<file path="src/sv/morph3_pkg.sv">
package morph3_pkg;

    localparam int MAX_WIDTH_DEFAULT = 1024;
    localparam int OUT_DEPTH_DEFAULT = 4;

    localparam int FRAME_WIDTH_W  = 11;
    localparam int FRAME_HEIGHT_W = 13;
    localparam int MODE_W         = 2;
    localparam int PIXEL_W        = 8;
    localparam int ROW_W          = 14;
    localparam int CFG_INDEX_W    = 2;
    localparam int CFG_DATA_W     = 13;

    localparam logic [FRAME_WIDTH_W-1:0]  FRAME_WIDTH_RESET  = 11'd1024;
    localparam logic [FRAME_HEIGHT_W-1:0] FRAME_HEIGHT_RESET = 13'd1024;
    localparam logic [PIXEL_W-1:0]        PIXEL_MAX          = 8'd255;
    localparam logic [PIXEL_W-1:0]        PIXEL_MIN          = 8'd0;

    localparam logic OP_PIXEL = 1'b0;
    localparam logic OP_FLUSH = 1'b1;

    typedef enum logic [CFG_INDEX_W-1:0] {
        CFG_FRAME_WIDTH  = 2'd0,
        CFG_FRAME_HEIGHT = 2'd1,
        CFG_FILTER_MODE  = 2'd2,
        CFG_UNUSED       = 2'd3
    } cfg_index_t;

    typedef enum logic [MODE_W-1:0] {
        MODE_BIN_ERODE   = 2'd0,
        MODE_BIN_DILATE  = 2'd1,
        MODE_GRAY_ERODE  = 2'd2,
        MODE_GRAY_DILATE = 2'd3
    } mode_t;

    typedef struct packed {
        logic up_ok;
        logic down_ok;
        logic left_ok;
        logic right_ok;
    } border_t;

    typedef logic [2:0][2:0][PIXEL_W-1:0] window_t;

    typedef struct packed {
        logic [PIXEL_W-1:0] pixel_out;
        logic               end_of_frame;
    } result_t;

endpackage

</file>
<file path="src/sv/morph3_out_fifo.sv">
module morph3_out_fifo #(
    parameter int DEPTH = morph3_pkg::OUT_DEPTH_DEFAULT
) (
    input  logic                          clk,
    input  logic                          rst_n,
    input  logic                          push,
    input  morph3_pkg::result_t           push_data,
    input  logic                          pop,
    output logic                          out_valid,
    output morph3_pkg::result_t           out_data,
    output logic [$clog2(DEPTH+1)-1:0]    count
);

    localparam int PTR_W = (DEPTH > 1) ? $clog2(DEPTH) : 1;
    localparam int CNT_W = $clog2(DEPTH+1);

    morph3_pkg::result_t entry_reg [DEPTH];
    logic [PTR_W-1:0]    wr_ptr_reg;
    logic [PTR_W-1:0]    wr_ptr_next;
    logic [PTR_W-1:0]    rd_ptr_reg;
    logic [PTR_W-1:0]    rd_ptr_next;
    logic [CNT_W-1:0]    count_reg;
    logic [CNT_W-1:0]    count_next;

    always_comb
    begin
        wr_ptr_next = wr_ptr_reg;
        rd_ptr_next = rd_ptr_reg;
        count_next  = count_reg;
        if (push)
            wr_ptr_next = (wr_ptr_reg == PTR_W'(DEPTH - 1)) ? '0 : wr_ptr_reg + 1'b1;
        if (pop)
            rd_ptr_next = (rd_ptr_reg == PTR_W'(DEPTH - 1)) ? '0 : rd_ptr_reg + 1'b1;
        if (push && !pop)
            count_next = count_reg + 1'b1;
        else if (pop && !push)
            count_next = count_reg - 1'b1;
    end

    always_ff @(posedge clk or negedge rst_n)
    begin
        if (!rst_n)
        begin
            wr_ptr_reg <= '0;
            rd_ptr_reg <= '0;
            count_reg  <= '0;
        end
        else
        begin
            wr_ptr_reg <= wr_ptr_next;
            rd_ptr_reg <= rd_ptr_next;
            count_reg  <= count_next;
        end
    end

    always_ff @(posedge clk)
    begin
        if (push)
            entry_reg[wr_ptr_reg] <= push_data;
    end

    assign out_valid = (count_reg != '0);
    assign out_data  = entry_reg[rd_ptr_reg];
    assign count     = count_reg;

endmodule

</file>
<file path="config.mk">
export PLATFORM = sky130hd
export DESIGN_NAME = morph3_out_fifo
export DESIGN_NICKNAME = d
export VERILOG_FILES = /design/src/sv/morph3_pkg.sv /design/src/sv/morph3_out_fifo.sv
export SDC_FILE = /design/constraint.sdc
export NUM_CORES = 1
export LEC_CHECK = 0
export BUFFER_PORTS_ARGS = -buffer_cell sky130_fd_sc_hd__buf_4
export CORE_MARGIN = 4
export CORE_UTILIZATION = 45
export CTS_CLUSTER_SIZE = 8
export DETAILED_ROUTE_END_ITERATION = 6
export PLACE_DENSITY = 0.7
export SYNTH_ARGS = -nofsm -noshare
export SYNTH_HDL_FRONTEND = slang
export SYNTH_SLANG_ARGS = --single-unit
</file>
<file path="constraint.sdc">
create_clock -name clk -period 4 [get_ports clk]
set_input_delay 0.6 -clock clk [delete_from_list [all_inputs] [get_ports clk]]
set_output_delay 0.6 -clock clk [all_outputs]
set_load 0.02 [all_outputs]
</file>
==> reports/qor.yml <==
outcome: "complete, no violations"
r2r_slack_ns: 2.52
timing.rr.start: "rd_ptr_reg[0]"
drt_iter0_markers: 39
cts_hold_buf: 0
hold_path_class: "input port to async pin"
antenna_found_initial: 0
p_leak_nw: 0.7789
fin_hold_ws_ns: 0.1149
setup_ws_ns: 1.538
vias: 808
slew_headroom_pct: 56.40
port_buffers: 25
fp.dieH_um: 69.63
critPathMaxFanout: 12
path_clk_slew_ns: 0.08
drive_gt1_share_pct: 37.72
final_cell_mix: "36 x edfxtp_1, 25 x buf_4, 8 x mux4_2"
grt_first_pass_wirelength_um: 4698
area_growth_pct: 21.30
drt_first_pass_iters: 4
regToRegEndpoint: "rd_ptr_reg[1]"
gp_congestion: 0.6862
antennaDiodeCount: 0
grt_usage_pct: 13.00
dieArea_um2: 4848
yosys_warnings: 0
seq_area_frac_synth_pct: 73.50
drv_slew: 0
initial_core_util_pct: 46.68
crit_type: "flip-flop to output port"
pin_count: 26
cp-end-kind: "output port"
grt_pass1_vias: 921
critPathArrivalTime_ns: 1.86
avgSynthCellArea_um2: 20.59
cts_sinks: 43
peakVddDrop_mv: 0.3076
rows: 22
fin_crit_sh_pct: 61.54
overflow: 0
layout_commonest_cell: "edfxtp_1"
wire_per_inst_um: 16.59
hpwl_um: 1839
post-route-min-period_ns: 2.462
synth-seq-cells: 43
tightest_slew_ns: 0.6541
core_area_um2: 3661
cts_made_buffers: 5
power_per_cell_area_nw_per_um2: 743.6
post_cts_buffers: 0
rsz0062_at_grt: "false"
drt-vias-per-instance: 4.988
clock_path_buffers: 2
die_w_um: 69.63
setup_viol: 0
crit_chain: "mux4_1, buf_4"
postRouteWirelength_um: 2687
slowest_stage: "dfrtp_1"
path_delay_family: "flip-flops"
syn_area_um2: 1709
synthCells: 83
dp_slack_ns: 1.816
clock_latency_ns: 0.29
drc: 0
p_total_w: 0.001542
cts_resized: 0
synth_cell_types: 17
cts_root_buf: "clkbuf_8"
grt_max_degree: 14
max_cap_violations: 0
cts_tree: "built"
start_kind: "flip-flop"
finClkSkew_ns: 0.004426
syn-num-nets: 103
cp.required_ns: 3.40
hold_viol_final: 0
critPathBufInv: 1
largest_reg_flops: 36
worstRegToRegCells: 2
ant_nets: 0
slowest_delay_ns: 0.77
h-tree-depth: 2
nets: 133
finalSetupTns_ns: 0
max_freq_mhz: 406.2
-- through the flow --
stage / cells / cell area, um2 / utilization [%]
6_report: 162 / 2073 / 56.63
5_1_grt: 162 / 2073 / 56.63
2_1_floorplan: 83 / 1709 / -
3_5_place_dp: 154 / 1941 / 53.01
4_1_cts: 162 / 2073 / 56.63
3_3_place_gp: 154 / 1941 / 53.01
-- cell families (layout without fill, tap and decap cells) --
logic type	after synthesis	count (layout)	synth area share [%]
AOI/OAI and AO/OA	2	2	0.5857
xor gates and xnor gates	3	3	1.538
adders and majority gates	7	7	5.564
buffers and inverters	6	37	1.830
DFF	43	43	73.50
muxes	12	12	14.06
and+or+nand+nor	10	10	2.928
-- where the power goes --
part / total [W] / switching (W) / internal (W)
sequential: 0.000677 / 0.0000895 / 0.000587
combinational: 0.000481 / 0.000233 / 0.000248
clock: 0.000384 / 0.000135 / 0.000249
total: 0.00154 / 0.000457 / 0.00108
-- per-layer routing --
metal | wire (um) | GRT usage [%]
met1 | 1135 | 14.67
met2 | 1385 | 21.72
met3 | 124 | 4.638
met4 | 42 | 6.596
met5 | 0 | 0
-- synth_stat cells --
| cell type | count | share of area (%) |
|---|---|---|
| and2_1 | 4 | 1.5 |
| buf_2 | 1 | 0.29 |
| buf_6 | 1 | 0.66 |
| dfrtp_1 | 7 | 10 |
| edfxtp_1 | 36 | 63 |
| fa_1 | 1 | 1.2 |
| ha_1 | 6 | 4.4 |
| inv_1 | 4 | 0.88 |
| mux2_2 | 3 | 2.0 |
| mux4_1 | 1 | 1.5 |
| mux4_2 | 8 | 11 |
| nand2_1 | 2 | 0.44 |
| nor2_1 | 3 | 0.66 |
| o21ai_0 | 2 | 0.59 |
| or3_1 | 1 | 0.37 |
| xnor2_1 | 1 | 0.51 |
| xor2_1 | 2 | 1.0 |
-- worst max path at each step --
stage | from | end | slack (ns) | cells after the start
floorplan | rd_ptr_reg[0] | out_data[0] | 2.29 | 2
global placement | rd_ptr_reg[0] | out_data[5] | 1.84 | 2
detailed placement | rd_ptr_reg[0] | out_data[5] | 1.82 | 2
CTS | rd_ptr_reg[0] | out_data[5] | 1.50 | 2
global route | rd_ptr_reg[0] | out_data[5] | 1.40 | 2
finish | rd_ptr_reg[0] | out_data[5] | 1.54 | 2
-- cell type report --
cell class / count / area (um2)
Clock buffer: 6 / 72.57
Clock inverter: 2 / 60.06
Tap cell: 48 / 60.06
Fill cell: 287 / 1588
Multi-Input combinational cell: 34 / 421.7
Inverter: 4 / 15.01
Timing Repair Buffer: 25 / 187.7
Sequential cell: 43 / 1256
Power figures use the tool's default switching activity.
