<file path="config.mk">
export PLATFORM = sky130hd
export DESIGN_NAME = morph3_kernel
export DESIGN_NICKNAME = d
export VERILOG_FILES = /design/src/sv/morph3_pkg.sv /design/src/sv/morph3_kernel.sv
export SDC_FILE = /design/constraint.sdc
export NUM_CORES = 1
export LEC_CHECK = 0
export BUFFER_PORTS_ARGS = -buffer_cell sky130_fd_sc_hd__buf_2
export CAP_MARGIN = 5
export CELL_PAD_IN_SITES_DETAIL_PLACEMENT = 1
export CELL_PAD_IN_SITES_GLOBAL_PLACEMENT = 1
export CORE_AREA = 2 2 114 116
export DETAILED_ROUTE_END_ITERATION = 10
export DIE_AREA = 0 0 116 118
export PLACE_DENSITY = 0.86
export SYNTH_ARGS = -nofsm -noshare
export SYNTH_HDL_FRONTEND = slang
export SYNTH_SLANG_ARGS = --single-unit
</file>
<file path="constraint.sdc">
create_clock -name vclk -period 42
set_clock_uncertainty 0.15 [all_clocks]
set_input_delay 2.1 -clock vclk [all_inputs]
set_output_delay 2.1 -clock vclk [all_outputs]
set_load 0.01 [all_outputs]
</file>
<file path="src/sv/morph3_pkg.sv">
package morph3_pkg;

    localparam int MAX_WIDTH_DEFAULT = 1024;
    localparam int OUT_DEPTH_DEFAULT = 4;

    localparam int FRAME_WIDTH_W  = 11;
    localparam int FRAME_HEIGHT_W = 13;
    localparam int MODE_W         = 2;
    localparam int PIXEL_W        = 8;
    localparam int ROW_W          = 14;
    localparam int CFG_INDEX_W    = 2;
    localparam int CFG_DATA_W     = 13;

    localparam logic [FRAME_WIDTH_W-1:0]  FRAME_WIDTH_RESET  = 11'd1024;
    localparam logic [FRAME_HEIGHT_W-1:0] FRAME_HEIGHT_RESET = 13'd1024;
    localparam logic [PIXEL_W-1:0]        PIXEL_MAX          = 8'd255;
    localparam logic [PIXEL_W-1:0]        PIXEL_MIN          = 8'd0;

    localparam logic OP_PIXEL = 1'b0;
    localparam logic OP_FLUSH = 1'b1;

    typedef enum logic [CFG_INDEX_W-1:0] {
        CFG_FRAME_WIDTH  = 2'd0,
        CFG_FRAME_HEIGHT = 2'd1,
        CFG_FILTER_MODE  = 2'd2,
        CFG_UNUSED       = 2'd3
    } cfg_index_t;

    typedef enum logic [MODE_W-1:0] {
        MODE_BIN_ERODE   = 2'd0,
        MODE_BIN_DILATE  = 2'd1,
        MODE_GRAY_ERODE  = 2'd2,
        MODE_GRAY_DILATE = 2'd3
    } mode_t;

    typedef struct packed {
        logic up_ok;
        logic down_ok;
        logic left_ok;
        logic right_ok;
    } border_t;

    typedef logic [2:0][2:0][PIXEL_W-1:0] window_t;

    typedef struct packed {
        logic [PIXEL_W-1:0] pixel_out;
        logic               end_of_frame;
    } result_t;

endpackage

</file>
<file path="src/sv/morph3_kernel.sv">
module morph3_kernel (
    input  morph3_pkg::window_t               window,
    input  morph3_pkg::border_t               border,
    input  morph3_pkg::mode_t                 mode,
    output logic [morph3_pkg::PIXEL_W-1:0]    result
);

    logic [morph3_pkg::PIXEL_W-1:0] center;
    logic [morph3_pkg::PIXEL_W-1:0] lo;
    logic [morph3_pkg::PIXEL_W-1:0] hi;
    logic [2:0]                     row_ok;
    logic [2:0]                     col_ok;
    logic                           interior;
    logic                           hit_zero;
    logic                           hit_nonzero;

    always_comb
    begin
        center      = window[1][1];
        row_ok      = {border.down_ok, 1'b1, border.up_ok};
        col_ok      = {border.right_ok, 1'b1, border.left_ok};
        interior    = border.up_ok && border.down_ok && border.left_ok && border.right_ok;
        hit_zero    = 1'b0;
        hit_nonzero = 1'b0;
        lo          = morph3_pkg::PIXEL_MAX;
        hi          = morph3_pkg::PIXEL_MIN;
        for (int r = 0; r < 3; r++)
        begin
            for (int c = 0; c < 3; c++)
            begin
                if (!(r == 1 && c == 1))
                begin
                    if (window[r][c] == morph3_pkg::PIXEL_MIN)
                        hit_zero = 1'b1;
                    else
                        hit_nonzero = 1'b1;
                end
                if (row_ok[r] && col_ok[c])
                begin
                    if (window[r][c] < lo)
                        lo = window[r][c];
                    if (window[r][c] > hi)
                        hi = window[r][c];
                end
            end
        end

        unique case (mode)
            morph3_pkg::MODE_BIN_ERODE:
                result = (interior && center != morph3_pkg::PIXEL_MIN && hit_zero)
                       ? morph3_pkg::PIXEL_MIN : center;
            morph3_pkg::MODE_BIN_DILATE:
                result = (interior && center == morph3_pkg::PIXEL_MIN && hit_nonzero)
                       ? morph3_pkg::PIXEL_MAX : center;
            morph3_pkg::MODE_GRAY_ERODE:
                result = lo;
            default:
                result = hi;
        endcase
    end

endmodule

</file>
==> impl_metrics.ini, run 1 <==
[logic_synthesis]
synth.avg_cell_area_sq_um = 7.017
syn_inst = 778
yosys-top-cells-area = ha_1 (25%), mux2i_1 (5.9%), inv_1 (5.8%)
synth_nets = 965
yosysSeqAreaShare_pct = 0
synth_top_area_share_pct = 24.98
netlist-cell-type-count = 80
synth_warnings = 0
syn_area_sq_um = 5459
yosys.cell_count.top_type = ha_1
ys_top_cells_by_count = ha_1 (109), inv_1 (85), nand2_1 (66), nor2_1 (66), a21oi_1 (54)
synth_top_cell_by_area = ha_1

[placed_design]
dp_hpwl_microns = 17360
dpl-instance-area_sq_um = 6028
port_buffers = 86
gp_congestion = 0.9237

[routing]
viasPerCell = 6.246
drt-total-wl_microns = 20090
detail-route-antenna-nets = 0
drc = 0
drt_pre_antenna_iters = 5
wl_per_cell_microns = 19.74
vias = 6358
drtIter0Drc = 451

[layout]
final_layout_size_suffix_gt1_share_pct = 16.78
seqCellArea_sq_um = 0
clkbuf_count = 0
design.seq.count = 0
synthToLayoutAreaGrowth_pct = 10.43
multi_input_area_sq_um = 5064
final_core_util_pct = 48.56
nets = 1035
fill_cells = 1703
final_area_sq_um = 6028
antenna_cells = 0

[sta]
setup_viol = 0
rsz0062_at_grt = no
tightest_slew_ns = 1.053
finalCritPeriodShare_pct = 51.79
tns_ns = 0
relSlewSlack_pct = 28.87
fin_crit_ns = 21.75
drv_slew = 0
fmax_mhz = 45.97
holdWs_ns = 4.450
hold_viol = 0

[floorplanning]
core_area_sq_um = 12410
floorplan.rows = 41
fp.dieH_microns = 118
num_io_pins = 86
start_util_pct = 43.97
die_width_microns = 116
dieArea_sq_um = 13690

[worst_setup_path]
crit_type = in2out
cp_slowest_cell = o211ai_1
critPathRequiredTime_ns = 39.75
cp_max_fo = 25
crit_path_frequent_cell = ha_1
critPathLaunchType = primary input
end_kind = output pin
arrival_ns = 19.50
startpoint = border[3]
cpPeakStageDelay_ns = 0.65
crit_end = result[7]

[global_routing]
grt_usage_pct = 29.18
grt_pass1_wl_microns = 32820
antenna_found_initial = 1
grt_pass1_vias = 6559
grt_max_degree = 26
grt_overflow = 0

[power]
vdd_ir_drop_max_v = 0.00001856
power_leakage_nw = 3.049
power_density_nw_per_um2 = 28.66

[min_path]
hold_start = window[65]
hold_path_class = in2out

[flow_run]
drv_cap = 0

[clock_network]
cts_resized = 0
cts_setup_buffers = 0
cts_hold_buf = 0

[status]
status = finished clean
==> logic make-up (layout without fill, tap and decap cells) <==
family          count (synthesis)  count (layout)  share of synthesized area, %
compound gates                232             232                         30.46
simple gates                  270             270                         24.87
mux                            59              59                         11.57
fa+ha+maj                     111             111                         25.37
xor+xnor                        3               3                        0.4814
buf+inv                       103             171                         7.243
==> cell usage in the layout (no fill, tap or decap), drive strengths merged, types with 11 or more instances in the layout <==
| cell type | instances |
|---|---|
| o21ai | 53 |
| nor2b | 14 |
| a21o | 25 |
| nor4 | 20 |
| nand2 | 66 |
| nand3 | 20 |
| o21a | 17 |
| and2 | 11 |
| ha | 109 |
| mux2i | 32 |
| inv | 85 |
| nand2b | 11 |
| nand4 | 18 |
| a21oi | 55 |
| nor2 | 67 |
| mux2 | 27 |
| buf | 86 |
==> layer usage <==
layer / global-route usage, % / wire length (microns) / vias up
met2: 49.71 / 9539 / 171
met1: 39.32 / 9282 / 3108
met5: 0 / 0 / -
li1: - / - / 3035
met4: 7.738 / 557 / 0
met3: 2.111 / 714 / 44
==> through the flow <==
stage | cells | total power [mW] | setup slack (ns)
after CTS | 1018 | 0.1704 | 20.51
final | 1018 | 0.1728 | 20.25
after detailed placement | 1018 | 0.1693 | 20.57
after global routing | 1018 | 0.1912 | 18.81
after global placement | 1018 | 0.1633 | 21.01
after floorplan | 778 | 0.1220 | 23.07
==> worst max-delay path: cells and delay by family <==
kind	cells	cell delay (ns)
AO/OA/AOI/OAI	32	7.84
multiplexers	4	1.02
AND/OR/NAND/NOR	32	5.30
buffers and inverters	7	0.93
adder cells (fa/ha/maj)	8	2.32
==> power breakdown <==
group / total, mW / internal [mW] / leakage [nW] / switching, mW
clock network: 0 / 0 / 0 / 0
logic: 0.173 / 0.0700 / 3.05 / 0.103
registers: 0 / 0 / 0 / 0
==> worst min path at each step <==
stage                     slack [ns]        end  cells past startpoint
after floorplan                 4.21  result[0]                      2
after global placement          4.45  result[1]                      4
after detailed placement        4.45  result[1]                      4
after CTS                       4.45  result[1]                      4
after global routing            4.49  result[2]                      4
final                           4.45  result[1]                      4
==> area by class of cell <==
class | instances | share of cell area, %
Inverter | 85 | 5.293
Multi-Input combinational cell | 675 | 84.00
Tap cell | 172 | 3.570
Timing Repair Buffer | 86 | 7.140
No activity file was read; power rests on OpenSTA's default activity.
==> run 2, diff against run 1 <==
ABC_AREA = 1   (was not set)
CORE_AREA = 2 2 122 124   (was 2 2 114 116)
DIE_AREA = 0 0 124 126   (was 0 0 116 118)
PLACE_DENSITY = 0.81   (was 0.86)
clock period = 17.57 ns   (was 42 ns; I/O delays follow)
==> run 2 against run 1 <==
Net effect:
- hold slack worse by 2.4 ns
- design area shrank 4.0%
- non-clock buffer count did not move
- via count up 1.5%
- sequential share of layout area unchanged
- cell count increased by 17%
- sequential cell count stayed put
- setup slack got worse by 18 ns
- global-route usage is 4.1 points lower
- combinational power increased to 2.6 times the previous value
- core utilization down 8.1 points
- critical endpoint is now result[0]
- largest cell class unchanged
==> impl_metrics.ini, run 2 <==
[worst_setup_path]
arrival_ns = 14.59
critPathRequiredTime_ns = 16.54
startpoint = border[3]
cp_slowest_cell = a2111oi_2
crit_path_frequent_cell = nor2_1
crit_type = in2out
end_kind = output pin
cp_max_fo = 15
critPathLaunchType = primary input
cpPeakStageDelay_ns = 0.83

[floorplanning]
start_util_pct = 36.17
floorplan.rows = 44
num_io_pins = 86
dieArea_sq_um = 15620
die_width_microns = 124
core_area_sq_um = 14310
fp.dieH_microns = 126

[clock_network]
cts_resized = 0
cts_hold_buf = 0
cts_setup_buffers = 0

[logic_synthesis]
synth_warnings = 0
yosysSeqAreaShare_pct = 0
syn_area_sq_um = 5177
yosys.cell_count.top_type = nand2_1
ys_top_cells_by_count = nand2_1 (259), inv_1 (113), ha_1 (109)
synth_top_cell_by_area = ha_1
synth.avg_cell_area_sq_um = 5.585
synth_top_area_share_pct = 26.34
syn_inst = 927
synth_nets = 1114
yosys-top-cells-area = ha_1 (26%), nand2_1 (19%), nand3_1 (9.1%)
netlist-cell-type-count = 37

[sta]
relSlewSlack_pct = 28.74
finalCritPeriodShare_pct = 88.91
setup_viol = 0
rsz0062_at_grt = no
fin_crit_ns = 15.62
hold_viol = 0
tns_ns = 0
drv_slew = 0
tightest_slew_ns = 1.067
holdWs_ns = 2.086
fmax_mhz = 64.02

[min_path]
min_path_cells = 4
hold_start = window[32]
hold_path_class = in2out
hold_end = result[0]

[placed_design]
dp_hpwl_microns = 17450
gp_congestion = 0.9859
port_buffers = 86
place_inst = 1183

[routing]
drt_pre_antenna_iters = 4
drc = 0
viasPerCell = 5.436
vias = 6452
drtIter0Drc = 242
drt-total-wl_microns = 19650
wl_per_cell_microns = 16.56
detail-route-antenna-nets = 0

[layout]
nets = 1188
layout_common_cells = nand2_1 (259), inv_1 (113), ha_1 (109)
design.seq.count = 0
synthToLayoutAreaGrowth_pct = 11.82
seqCellArea_sq_um = 0
fill_cells = 2072
mostFrequentLayoutCell = nand2_1
final_layout_size_suffix_gt1_share_pct = 14.91
final_core_util_pct = 40.45
fin_cells = 1187
clkbuf_count = 0

[global_routing]
grt_max_degree = 17
grt_usage_pct = 25.07
grt_overflow = 0
grt_pass1_vias = 6517
grt_pass1_wl_microns = 31510
antenna_found_initial = 3

[power]
vdd_ir_drop_max_v = 0.00002348
power_density_nw_per_um2 = 77.66
power_leakage_nw = 3.278

[status]
status = finished clean

[flow_run]
drv_cap = 0
-- run 2: cell types whose count changed after synthesis, moves of 16 or more --
| cell | change |
|---|---|
| a21o_1 | -24 |
| a21oi_1 | -16 |
| inv_1 | +28 |
| mux2_2 | -25 |
| mux2i_1 | -32 |
| nand2_1 | +193 |
| nand2_2 | +36 |
| nand3_1 | +75 |
| o21a_1 | -16 |
| o21ai_0 | +47 |
-- run 2: cells by family (layout without fill, tap and decap cells) --
| logic type | Yosys count | after routing | share of synthesized area, % |
|---|---|---|---|
| buffers and inverters | 131 | 203 | 9.715 |
| AO/OA/AOI/OAI | 164 | 164 | 17.47 |
| AND/OR/NAND/NOR | 523 | 523 | 46.47 |
| other | 0 | 4 | 0 |
| adder cells (fa/ha/maj) | 109 | 109 | 26.34 |
-- run 2: worst max path at each step --
stage / end / slack, ns / cells after the start
after floorplan: result[0] / 3.59 / 62
after detailed placement: result[0] / 2.04 / 58
after global routing: result[0] / 0.42 / 58
final: result[0] / 1.95 / 58
after global placement: result[0] / 2.70 / 58
after CTS: result[0] / 2.04 / 58
-- run 2: report_power, final --
| group | internal [mW] | switching (mW) |
|---|---|---|
| Sequential | 0 | 0 |
| Clock | 0.0000000305 | 0 |
| Combinational | 0.156 | 0.293 |
-- run 2: per-stage QoR --
stage / area [sq um] / setup WS [ns] / power [mW]
after global routing: 5782 / 0.4249 / 0.5181
after detailed placement: 5779 / 2.038 / 0.4511
after floorplan: 5177 / 3.588 / 0.3234
after global placement: 5779 / 2.696 / 0.4326
after CTS: 5779 / 2.036 / 0.4527
final: 5789 / 1.949 / 0.4496
-- run 2: cell type report --
cell class / count / area (sq um) / share of cell area [%]
well taps: 184 / 230.2 / 3.977
repair buffers: 86 / 430.4 / 7.435
multi-input cells: 796 / 4679 / 80.83
diodes: 4 / 10.01 / 0.1729
inverters: 117 / 439.2 / 7.586
-- run 2: routing by layer --
layer | vias up | part of all wire [%] | wire length [microns] | global-route usage, %
met5 | - | 0 | 0 | 0
met4 | 0 | 4.5 | 877 | 10.58
met3 | 52 | 3.9 | 775 | 1.812
met2 | 136 | 49 | 9714 | 45.96
met1 | 2982 | 42 | 8285 | 29.50
li1 | 3282 | - | - | -
-- run 2: worst max-delay path: cells and delay by family --
family / cells / cell delay [ns]
adders and majority gates: 8 / 2.38
and+or+nand+nor: 26 / 3.88
buffers and inverters: 4 / 0.71
AOI/OAI and AO/OA: 20 / 6.74
